<file path="src/design/chatan_pkg.sv">
`timescale 1ns / 1ps
`default_nettype none
// ----------------------------------------------------------------------------
// chatan_pkg: shared types and constants for the compass heading block
// Widths, fixed-point constants, the CORDIC stage record and the arctangent
// table used by the micro-rotation cells of the chain.
// ----------------------------------------------------------------------------
package chatan_pkg;

  localparam int IN_W              = 16;
  localparam int XW                = 26;
  localparam int ZW                = 28;
  localparam int HW                = 18;
  localparam int RAD_W             = 16;
  localparam int DEG_W             = 15;
  localparam int DECL_W            = 16;
  localparam int PRE_SHIFT         = 8;
  localparam int ANG_TABLE_LEN     = 24;
  localparam int CORDIC_STAGES_DEF = 16;
  localparam int HALF_PI_Q24       = 26353589;
  localparam int TWO_PI_Q13        = 51472;
  localparam int DECL_RESET        = 3957;
  localparam int DEG_MUL           = 469367;
  localparam int DEG_SHIFT         = 20;
  localparam int ROUND_BIAS        = 1024;
  localparam int ROUND_SHIFT       = 11;

  typedef struct packed {
    logic signed [XW-1:0] x;
    logic signed [XW-1:0] y;
    logic signed [ZW-1:0] z;
    logic                 zero;
  } cordic_t;

  function automatic logic signed [ZW-1:0] atan_q24(input int idx);
    case (idx)
      0:       return ZW'(13176795);
      1:       return ZW'(7778716);
      2:       return ZW'(4110060);
      3:       return ZW'(2086331);
      4:       return ZW'(1047214);
      5:       return ZW'(524117);
      6:       return ZW'(262123);
      7:       return ZW'(131069);
      8:       return ZW'(65536);
      9:       return ZW'(32768);
      10:      return ZW'(16384);
      11:      return ZW'(8192);
      12:      return ZW'(4096);
      13:      return ZW'(2048);
      14:      return ZW'(1024);
      15:      return ZW'(512);
      16:      return ZW'(256);
      17:      return ZW'(128);
      18:      return ZW'(64);
      19:      return ZW'(32);
      20:      return ZW'(16);
      21:      return ZW'(8);
      22:      return ZW'(4);
      23:      return ZW'(2);
      default: return '0;
    endcase
  endfunction

endpackage
`default_nettype wire

</file>
<file path="src/design/chatan_prerot.sv">
`timescale 1ns / 1ps
`default_nettype none
// ----------------------------------------------------------------------------
// chatan_prerot: quadrant pre-rotation cell
// Scales the sample, turns left-half-plane vectors by a quarter turn and
// seeds the angle accumulator; flags the zero vector.
// ----------------------------------------------------------------------------
module chatan_prerot (
  input  wire logic                              clk,
  input  wire logic                              rst_n,
  input  wire logic signed [chatan_pkg::IN_W-1:0] mag_x,
  input  wire logic signed [chatan_pkg::IN_W-1:0] mag_y,
  input  wire logic                              up_valid,
  output logic                                   up_ready,
  output chatan_pkg::cordic_t                    dn_data,
  output logic                                   dn_valid,
  input  wire logic                              dn_ready
);
  import chatan_pkg::*;

  localparam logic signed [ZW-1:0] HALF_PI = ZW'(HALF_PI_Q24);

  logic                 valid_r;
  cordic_t              data_r;
  cordic_t              data_nxt;
  logic signed [XW-1:0] xe;
  logic signed [XW-1:0] ye;

  assign up_ready = !valid_r || dn_ready;

  always_comb begin
    xe            = XW'(mag_x) <<< PRE_SHIFT;
    ye            = XW'(mag_y) <<< PRE_SHIFT;
    data_nxt.x    = xe;
    data_nxt.y    = ye;
    data_nxt.z    = '0;
    data_nxt.zero = (mag_x == '0) && (mag_y == '0);
    if (xe < 0) begin
      if (ye >= 0) begin
        data_nxt.x = ye;
        data_nxt.y = -xe;
        data_nxt.z = HALF_PI;
      end else begin
        data_nxt.x = -ye;
        data_nxt.y = xe;
        data_nxt.z = -HALF_PI;
      end
    end
  end

  always_ff @(posedge clk) begin
    if (!rst_n) begin
      valid_r <= 1'b0;
    end else if (up_ready) begin
      valid_r <= up_valid;
    end
  end

  always_ff @(posedge clk) begin
    if (up_ready && up_valid) begin
      data_r <= data_nxt;
    end
  end

  assign dn_data  = data_r;
  assign dn_valid = valid_r;

endmodule
`default_nettype wire

</file>
<file path="src/design/chatan_cell.sv">
`timescale 1ns / 1ps
`default_nettype none
// ----------------------------------------------------------------------------
// chatan_cell: one CORDIC vectoring micro-rotation
// Rotates toward the x axis by atan(2^-STAGE) and updates the angle
// accumulator; holds its result until the next cell takes it.
// ----------------------------------------------------------------------------
module chatan_cell #(
  parameter int STAGE = 0
) (
  input  wire logic                clk,
  input  wire logic                rst_n,
  input  wire chatan_pkg::cordic_t up_data,
  input  wire logic                up_valid,
  output logic                     up_ready,
  output chatan_pkg::cordic_t      dn_data,
  output logic                     dn_valid,
  input  wire logic                dn_ready
);
  import chatan_pkg::*;

  logic                 valid_r;
  cordic_t              data_r;
  cordic_t              data_nxt;
  logic signed [XW-1:0] xs;
  logic signed [XW-1:0] ys;

  assign up_ready = !valid_r || dn_ready;

  always_comb begin
    xs       = up_data.x >>> STAGE;
    ys       = up_data.y >>> STAGE;
    data_nxt = up_data;
    if (up_data.y > 0) begin
      data_nxt.x = up_data.x + ys;
      data_nxt.y = up_data.y - xs;
      data_nxt.z = up_data.z + atan_q24(STAGE);
    end else begin
      data_nxt.x = up_data.x - ys;
      data_nxt.y = up_data.y + xs;
      data_nxt.z = up_data.z - atan_q24(STAGE);
    end
  end

  always_ff @(posedge clk) begin
    if (!rst_n) begin
      valid_r <= 1'b0;
    end else if (up_ready) begin
      valid_r <= up_valid;
    end
  end

  always_ff @(posedge clk) begin
    if (up_ready && up_valid) begin
      data_r <= data_nxt;
    end
  end

  assign dn_data  = data_r;
  assign dn_valid = valid_r;

endmodule
`default_nettype wire

</file>
<file path="src/design/chatan_wrap.sv">
`timescale 1ns / 1ps
`default_nettype none
// ----------------------------------------------------------------------------
// chatan_wrap: angle rounding, declination and wrap cells
// Rounds the accumulator to Q3.13, adds the declination, then wraps the sum
// into zero up to below two pi.
// ----------------------------------------------------------------------------
module chatan_wrap (
  input  wire logic                                clk,
  input  wire logic                                rst_n,
  input  wire chatan_pkg::cordic_t                 up_data,
  input  wire logic                                up_valid,
  output logic                                     up_ready,
  input  wire logic signed [chatan_pkg::DECL_W-1:0] decl,
  output logic [chatan_pkg::RAD_W-1:0]             dn_rad,
  output logic                                     dn_valid,
  input  wire logic                                dn_ready
);
  import chatan_pkg::*;

  localparam logic signed [HW-1:0] TWO_PI = HW'(TWO_PI_Q13);

  logic                 a_valid_r;
  logic                 b_valid_r;
  logic                 b_ready;
  logic signed [ZW-1:0] raw_full;
  logic signed [HW-1:0] h_r;
  logic signed [HW-1:0] h_nxt;
  logic signed [HW-1:0] t;
  logic [RAD_W-1:0]     rad_r;
  logic [RAD_W-1:0]     rad_nxt;

  assign up_ready = !a_valid_r || b_ready;
  assign b_ready  = !b_valid_r || dn_ready;

  always_comb begin
    raw_full = (up_data.z + ZW'(ROUND_BIAS)) >>> ROUND_SHIFT;
    if (up_data.zero) begin
      raw_full = '0;
    end
    h_nxt = HW'(raw_full) + HW'(decl);
  end

  always_comb begin
    t = h_r;
    if (t < 0) begin
      t = t + TWO_PI;
    end
    if (t < 0) begin
      t = t + TWO_PI;
    end
    if (t >= TWO_PI) begin
      t = t - TWO_PI;
    end
    if (t >= TWO_PI) begin
      t = t - TWO_PI;
    end
    rad_nxt = RAD_W'(t);
  end

  always_ff @(posedge clk) begin
    if (!rst_n) begin
      a_valid_r <= 1'b0;
      b_valid_r <= 1'b0;
    end else begin
      if (up_ready) begin
        a_valid_r <= up_valid;
      end
      if (b_ready) begin
        b_valid_r <= a_valid_r;
      end
    end
  end

  always_ff @(posedge clk) begin
    if (up_ready && up_valid) begin
      h_r <= h_nxt;
    end
    if (b_ready && a_valid_r) begin
      rad_r <= rad_nxt;
    end
  end

  assign dn_rad   = rad_r;
  assign dn_valid = b_valid_r;

endmodule
`default_nettype wire

</file>
<file path="src/design/chatan_deg.sv">
`timescale 1ns / 1ps
`default_nettype none
// ----------------------------------------------------------------------------
// chatan_deg: degree conversion and output register
// Scales the heading in radians to Q9.6 degrees by a reciprocal multiply and
// holds both headings for the result channel.
// ----------------------------------------------------------------------------
module chatan_deg (
  input  wire logic                           clk,
  input  wire logic                           rst_n,
  input  wire logic [chatan_pkg::RAD_W-1:0]   up_rad,
  input  wire logic                           up_valid,
  output logic                                up_ready,
  output logic [chatan_pkg::RAD_W-1:0]        dn_rad,
  output logic [chatan_pkg::DEG_W-1:0]        dn_deg,
  output logic                                dn_valid,
  input  wire logic                           dn_ready
);
  import chatan_pkg::*;

  localparam int PROD_W = RAD_W + DEG_SHIFT;

  logic              valid_r;
  logic [RAD_W-1:0]  rad_r;
  logic [DEG_W-1:0]  deg_r;
  logic [PROD_W-1:0] prod;
  logic [DEG_W-1:0]  deg_nxt;

  assign up_ready = !valid_r || dn_ready;

  always_comb begin
    prod    = PROD_W'(up_rad) * PROD_W'(DEG_MUL);
    deg_nxt = prod[DEG_SHIFT +: DEG_W];
  end

  always_ff @(posedge clk) begin
    if (!rst_n) begin
      valid_r <= 1'b0;
    end else if (up_ready) begin
      valid_r <= up_valid;
    end
  end

  always_ff @(posedge clk) begin
    if (up_ready && up_valid) begin
      rad_r <= up_rad;
      deg_r <= deg_nxt;
    end
  end

  assign dn_rad   = rad_r;
  assign dn_deg   = deg_r;
  assign dn_valid = valid_r;

endmodule
`default_nettype wire

</file>
<file path="src/design/compass_heading_atan2.sv">
`timescale 1ns / 1ps
`default_nettype none
// ----------------------------------------------------------------------------
// compass_heading_atan2: magnetometer sample to compass heading
// Pipeline: one pre-rotation cell, one cell per micro-rotation, two wrap
//   cells and one degree/output cell.
// Throughput: one request per cycle; every cell holds its own item and stalls
//   only when the cells after it are full.
// Reset: clears all valid flags and loads the declination with 3957 (0.483 rad).
// ----------------------------------------------------------------------------
module compass_heading_atan2 #(
  parameter int CORDIC_STAGES = chatan_pkg::CORDIC_STAGES_DEF
) (
  input  wire logic                          clk,
  input  wire logic                          rst_n,
  input  wire logic                          in_tvalid,
  output logic                               in_tready,
  input  wire logic [31:0]                   in_tdata,   // mag_x, mag_y
  output logic                               out_tvalid,
  input  wire logic                          out_tready,
  output logic [31:0]                        out_tdata,  // heading_rad, heading_deg, zero pad
  input  wire logic                          cfg_we,
  input  wire logic [chatan_pkg::DECL_W-1:0] cfg_wdata
);
  import chatan_pkg::*;

  logic signed [DECL_W-1:0] decl_r;
  cordic_t                  stg_data  [0:CORDIC_STAGES];
  logic                     stg_valid [0:CORDIC_STAGES];
  logic                     stg_ready [0:CORDIC_STAGES];
  logic [RAD_W-1:0]         wrap_rad;
  logic                     wrap_valid;
  logic                     wrap_ready;
  logic [RAD_W-1:0]         heading_rad;
  logic [DEG_W-1:0]         heading_deg;

  always_ff @(posedge clk) begin
    if (!rst_n) begin
      decl_r <= DECL_W'(DECL_RESET);
    end else if (cfg_we) begin
      decl_r <= cfg_wdata;
    end
  end

  chatan_prerot u_prerot (
    .clk      (clk),
    .rst_n    (rst_n),
    .mag_x    (in_tdata[15:0]),
    .mag_y    (in_tdata[31:16]),
    .up_valid (in_tvalid),
    .up_ready (in_tready),
    .dn_data  (stg_data[0]),
    .dn_valid (stg_valid[0]),
    .dn_ready (stg_ready[0])
  );

  for (genvar i = 0; i < CORDIC_STAGES; i++) begin : g_cell
    chatan_cell #(
      .STAGE (i)
    ) u_cell (
      .clk      (clk),
      .rst_n    (rst_n),
      .up_data  (stg_data[i]),
      .up_valid (stg_valid[i]),
      .up_ready (stg_ready[i]),
      .dn_data  (stg_data[i+1]),
      .dn_valid (stg_valid[i+1]),
      .dn_ready (stg_ready[i+1])
    );
  end

  chatan_wrap u_wrap (
    .clk      (clk),
    .rst_n    (rst_n),
    .up_data  (stg_data[CORDIC_STAGES]),
    .up_valid (stg_valid[CORDIC_STAGES]),
    .up_ready (stg_ready[CORDIC_STAGES]),
    .decl     (decl_r),
    .dn_rad   (wrap_rad),
    .dn_valid (wrap_valid),
    .dn_ready (wrap_ready)
  );

  chatan_deg u_deg (
    .clk      (clk),
    .rst_n    (rst_n),
    .up_rad   (wrap_rad),
    .up_valid (wrap_valid),
    .up_ready (wrap_ready),
    .dn_rad   (heading_rad),
    .dn_deg   (heading_deg),
    .dn_valid (out_tvalid),
    .dn_ready (out_tready)
  );

  assign out_tdata = {1'b0, heading_deg, heading_rad};

`ifndef SYNTH
  a_rad_range : assert property (@(posedge clk) disable iff (!rst_n)
    out_tvalid |-> (heading_rad < RAD_W'(TWO_PI_Q13)))
    else $error("heading_rad out of range");

  a_deg_range : assert property (@(posedge clk) disable iff (!rst_n)
    out_tvalid |-> (heading_deg < DEG_W'(23040)))
    else $error("heading_deg out of range");

  a_zero_heading : assert property (@(posedge clk) disable iff (!rst_n)
    (out_tvalid && (heading_rad == '0)) |-> (heading_deg == '0))
    else $error("zero radians must give zero degrees");

  a_stall_only_full : assert property (@(posedge clk) disable iff (!rst_n)
    !in_tready |-> (out_tvalid && !out_tready))
    else $error("input stalled while output side is free");
`endif

endmodule
`default_nettype wire
</file>
<file path="config.mk">
export PLATFORM = sky130hd
export DESIGN_NAME = compass_heading_atan2
export DESIGN_NICKNAME = d
export VERILOG_FILES = /design/src/design/chatan_pkg.sv /design/src/design/chatan_prerot.sv /design/src/design/chatan_cell.sv /design/src/design/chatan_wrap.sv /design/src/design/chatan_deg.sv /design/src/design/compass_heading_atan2.sv
export SDC_FILE = /design/constraint.sdc
export NUM_CORES = 2
export LEC_CHECK = 0
export BUFFER_PORTS_ARGS = -buffer_cell sky130_fd_sc_hd__buf_2
export CAP_MARGIN = 0
export CORE_ASPECT_RATIO = 0.7
export CORE_MARGIN = 2
export CORE_UTILIZATION = 40
export DETAILED_ROUTE_END_ITERATION = 16
export PLACE_DENSITY = 0.68
export RECOVER_POWER = 100
export SLEW_MARGIN = 20
export SYNTH_ARGS = -nofsm -noshare
export SYNTH_HDL_FRONTEND = slang
export SYNTH_HIERARCHICAL = 1
export SYNTH_SLANG_ARGS = --single-unit
</file>
<file path="constraint.sdc">
create_clock -name clk -period 6.3 [get_ports clk]
set_input_delay 0.63 -clock clk [delete_from_list [all_inputs] [get_ports clk]]
set_output_delay 0.63 -clock clk [all_outputs]
set_load 0.01 [all_outputs]
</file>
==> metrics <==
status=complete, but fails checks; failing checks=capacitance limit, slew limit; Filler Cell Count=27700; fraction of layout cells with a size suffix above 1=about 4.7%; Worst path slowest cell=nor4_1; clk_lat worst skew=about 0.8 ns; maxcap violations=21; total power=22.7 mW; IR drop worst, VDD=between 0.15 and 0.2 mV; post-route cell area=0.123 sq mm; drt wl/cell=18.9 microns; Cells after DPL=between 15000 and 20000; worst path cell trace=or4_4 > or4_4 > nor4_1 > nand2b_2 > nor2b_4 > clkinv_2 > nor2_1 > xor2_1 > ha_1 > nor2b_1 > o31a_1 > o21a_1 > o2111ai_1 > nand3_1 > a41o_1 > o41ai_1 > xnor2_1; post-layout util=43.2%; via count=92000; cts bufs inserted=144; CP startpoint kind=register; Residual DRC=0; number of port buffers=85; Setup TNS=0 ns; GRT Total Usage=20.2%; Hold Path Class=input port to register; Worst EP arrival=6.62 ns; pre-CTS setup slack=0.321 ns; PnR worst setup slack=0.246 ns; CTS Root Cell=clkbuf_16; GPL Wtd Cong=0.968; Max clock buf depth=4; Pre-antenna DRT Iters=6; vias in the first global route=83700; fin crit share=a little over nine tenths; fin cells=16200; Post-Syn Instances=12200; Slew Viols, Final=1017; clock skew=0.0446 ns; Rel. slew slack=-157%; Reg clk slew, reported paths=0.06 ns; DP Wirelength=approximately 240 mm; Sequential Area=roughly 0.038 sq mm; Synth Warn #=6; worst-path maximum fanout=20; synthesized area per cell=around 9.4 sq um; final wirelength=approximately 310 mm; area of the multi-input gates=0.0726 sq mm; largest net degree at the start of global routing=82; Leak=about 49 nW; initial DRC count=around 9600; slowest stage delay, CP=0.75 ns; die width=645 microns; worst path required time=6.86 ns; final hold viol count=0; die area=0.292 sq mm; pwr dens=184 mW/mm^2; Fmax achieved=0.165 GHz; Initial Util=40.2%; area delta synth->final=7.30%; Post-Syn Area=0.115 sq mm; H-tree depth=4; Vert. Die Dim=452 microns; core area=0.286 sq mm; Final nets=around 14000; initial antenna violation count=6; first-pass GRT wire length=478 mm; CP endpoint kind=register; CTS tree=done; Congestion Overflow GR=0; Sink Count=1262; row count=164; minimum clock period=slightly above 6 ns; setup violators final=0; WS Path Type=register to register; number of nets still failing antenna checks after routing=0; crit-path most repeated cell=or4_4; area post-placement=0.119 sq mm; Vias/cell=5.70; # IOs=87; WHS=0.0518 ns; Worst Max-Slew Pin Slew=3.85 ns
[worst max-delay path: cells and delay by family, from the launching register on]
kind,cells,cell delay (ns)
buffers and inverters,1,0.41
AND/OR/NAND/NOR,8,2.82
AO/OA/AOI/OAI,5,1.48
XOR/XNOR,2,0.28
flip-flops,1,0.47
adder cells (fa/ha/maj),1,0.32
[flip-flops by register name (all words and copies together), names as in the netlist]
| signal | cells |
|---|---|
| u_prerot/dn_valid | 1 |
| u_deg/dn_rad | 16 |
| g_cell.u_cell/dn_valid | 16 |
| u_wrap/h_r | 18 |
| u_wrap/a_valid_r | 1 |
| u_deg/dn_valid | 1 |
| u_prerot/dn_data | 40 |
| g_cell.u_cell/dn_data | 1121 |
| u_deg/dn_deg | 15 |
| u_wrap/dn_valid | 1 |
| decl_r | 16 |
| u_wrap/dn_rad | 16 |
[cell usage in the layout, fill, tap and decap left out, types with 74 or more instances in the layout]
cell type,n
ha_1,1259
a31oi_1,141
nand3_1,265
o21a_1,167
o211ai_1,111
a211oi_1,124
nand4_1,126
nor3_1,231
or3_1,97
fa_1,162
nand2b_1,166
edfxtp_1,1226
and3_1,96
nor4_1,99
nor2b_1,159
o31ai_1,139
clkbuf_16,147
nor2_1,866
a21o_1,401
o21ai_0,714
o21bai_1,129
a21oi_1,1132
xor2_1,484
inv_1,739
clkbuf_1,74
nand2_1,779
xnor2_1,949
[final cells by class]
| type | count | share of cell area [%] |
|---|---|---|
| diodes | 6 | 0.0122 |
| clock buffers | 167 | 3.06 |
| clock inverters | 78 | 0.571 |
| inverters | 753 | 2.30 |
| multi-input cells | 9882 | 58.9 |
| flip-flops and latches | 1262 | 30.4 |
| well taps | 3818 | 3.87 |
| repair buffers | 185 | 0.864 |
[routing by layer]
metal,track usage (%),vias up,routed length (microns)
met3,4.92,331,28700
met4,3.54,4,5140
met5,0,-,16
met2,27.1,3198,115000
met1,32.2,43300,156000
li1,-,45200,-
[path summary, 6_finish.rpt]
check,start,end,slack [ns],cells past startpoint
setup / recovery,g_cell[2].u_cell/dn_data[36],g_cell[3].u_cell/dn_data[53],0.25,17
hold / removal,cfg_wdata[5],decl_r[5],0.05,3
setup reg to reg,g_cell[2].u_cell/dn_data[36],g_cell[3].u_cell/dn_data[53],0.25,17
hold reg to reg,g_cell[8].u_cell/dn_data[10],g_cell[9].u_cell/dn_data[10],0.42,0
[power breakdown]
part / internal (mW) / leakage, nW / switching (mW) / total (mW)
clock: 4.69 / 2.17 / 3.65 / 8.34
sequential: 9.59 / 11.4 / 0.257 / 9.84
combinational: 1.82 / 35.1 / 2.68 / 4.50
total: 16.1 / 48.7 / 6.59 / 22.7
[what timing repair did]
item	4_1_cts	5_1_grt
buffers inserted	0	5
hold buffers	6	0
endpoints found under the hold margin	6	0
setup endpoints to repair	0	3
gates resized for setup	0	2
(Power assumes the default switching activity.)
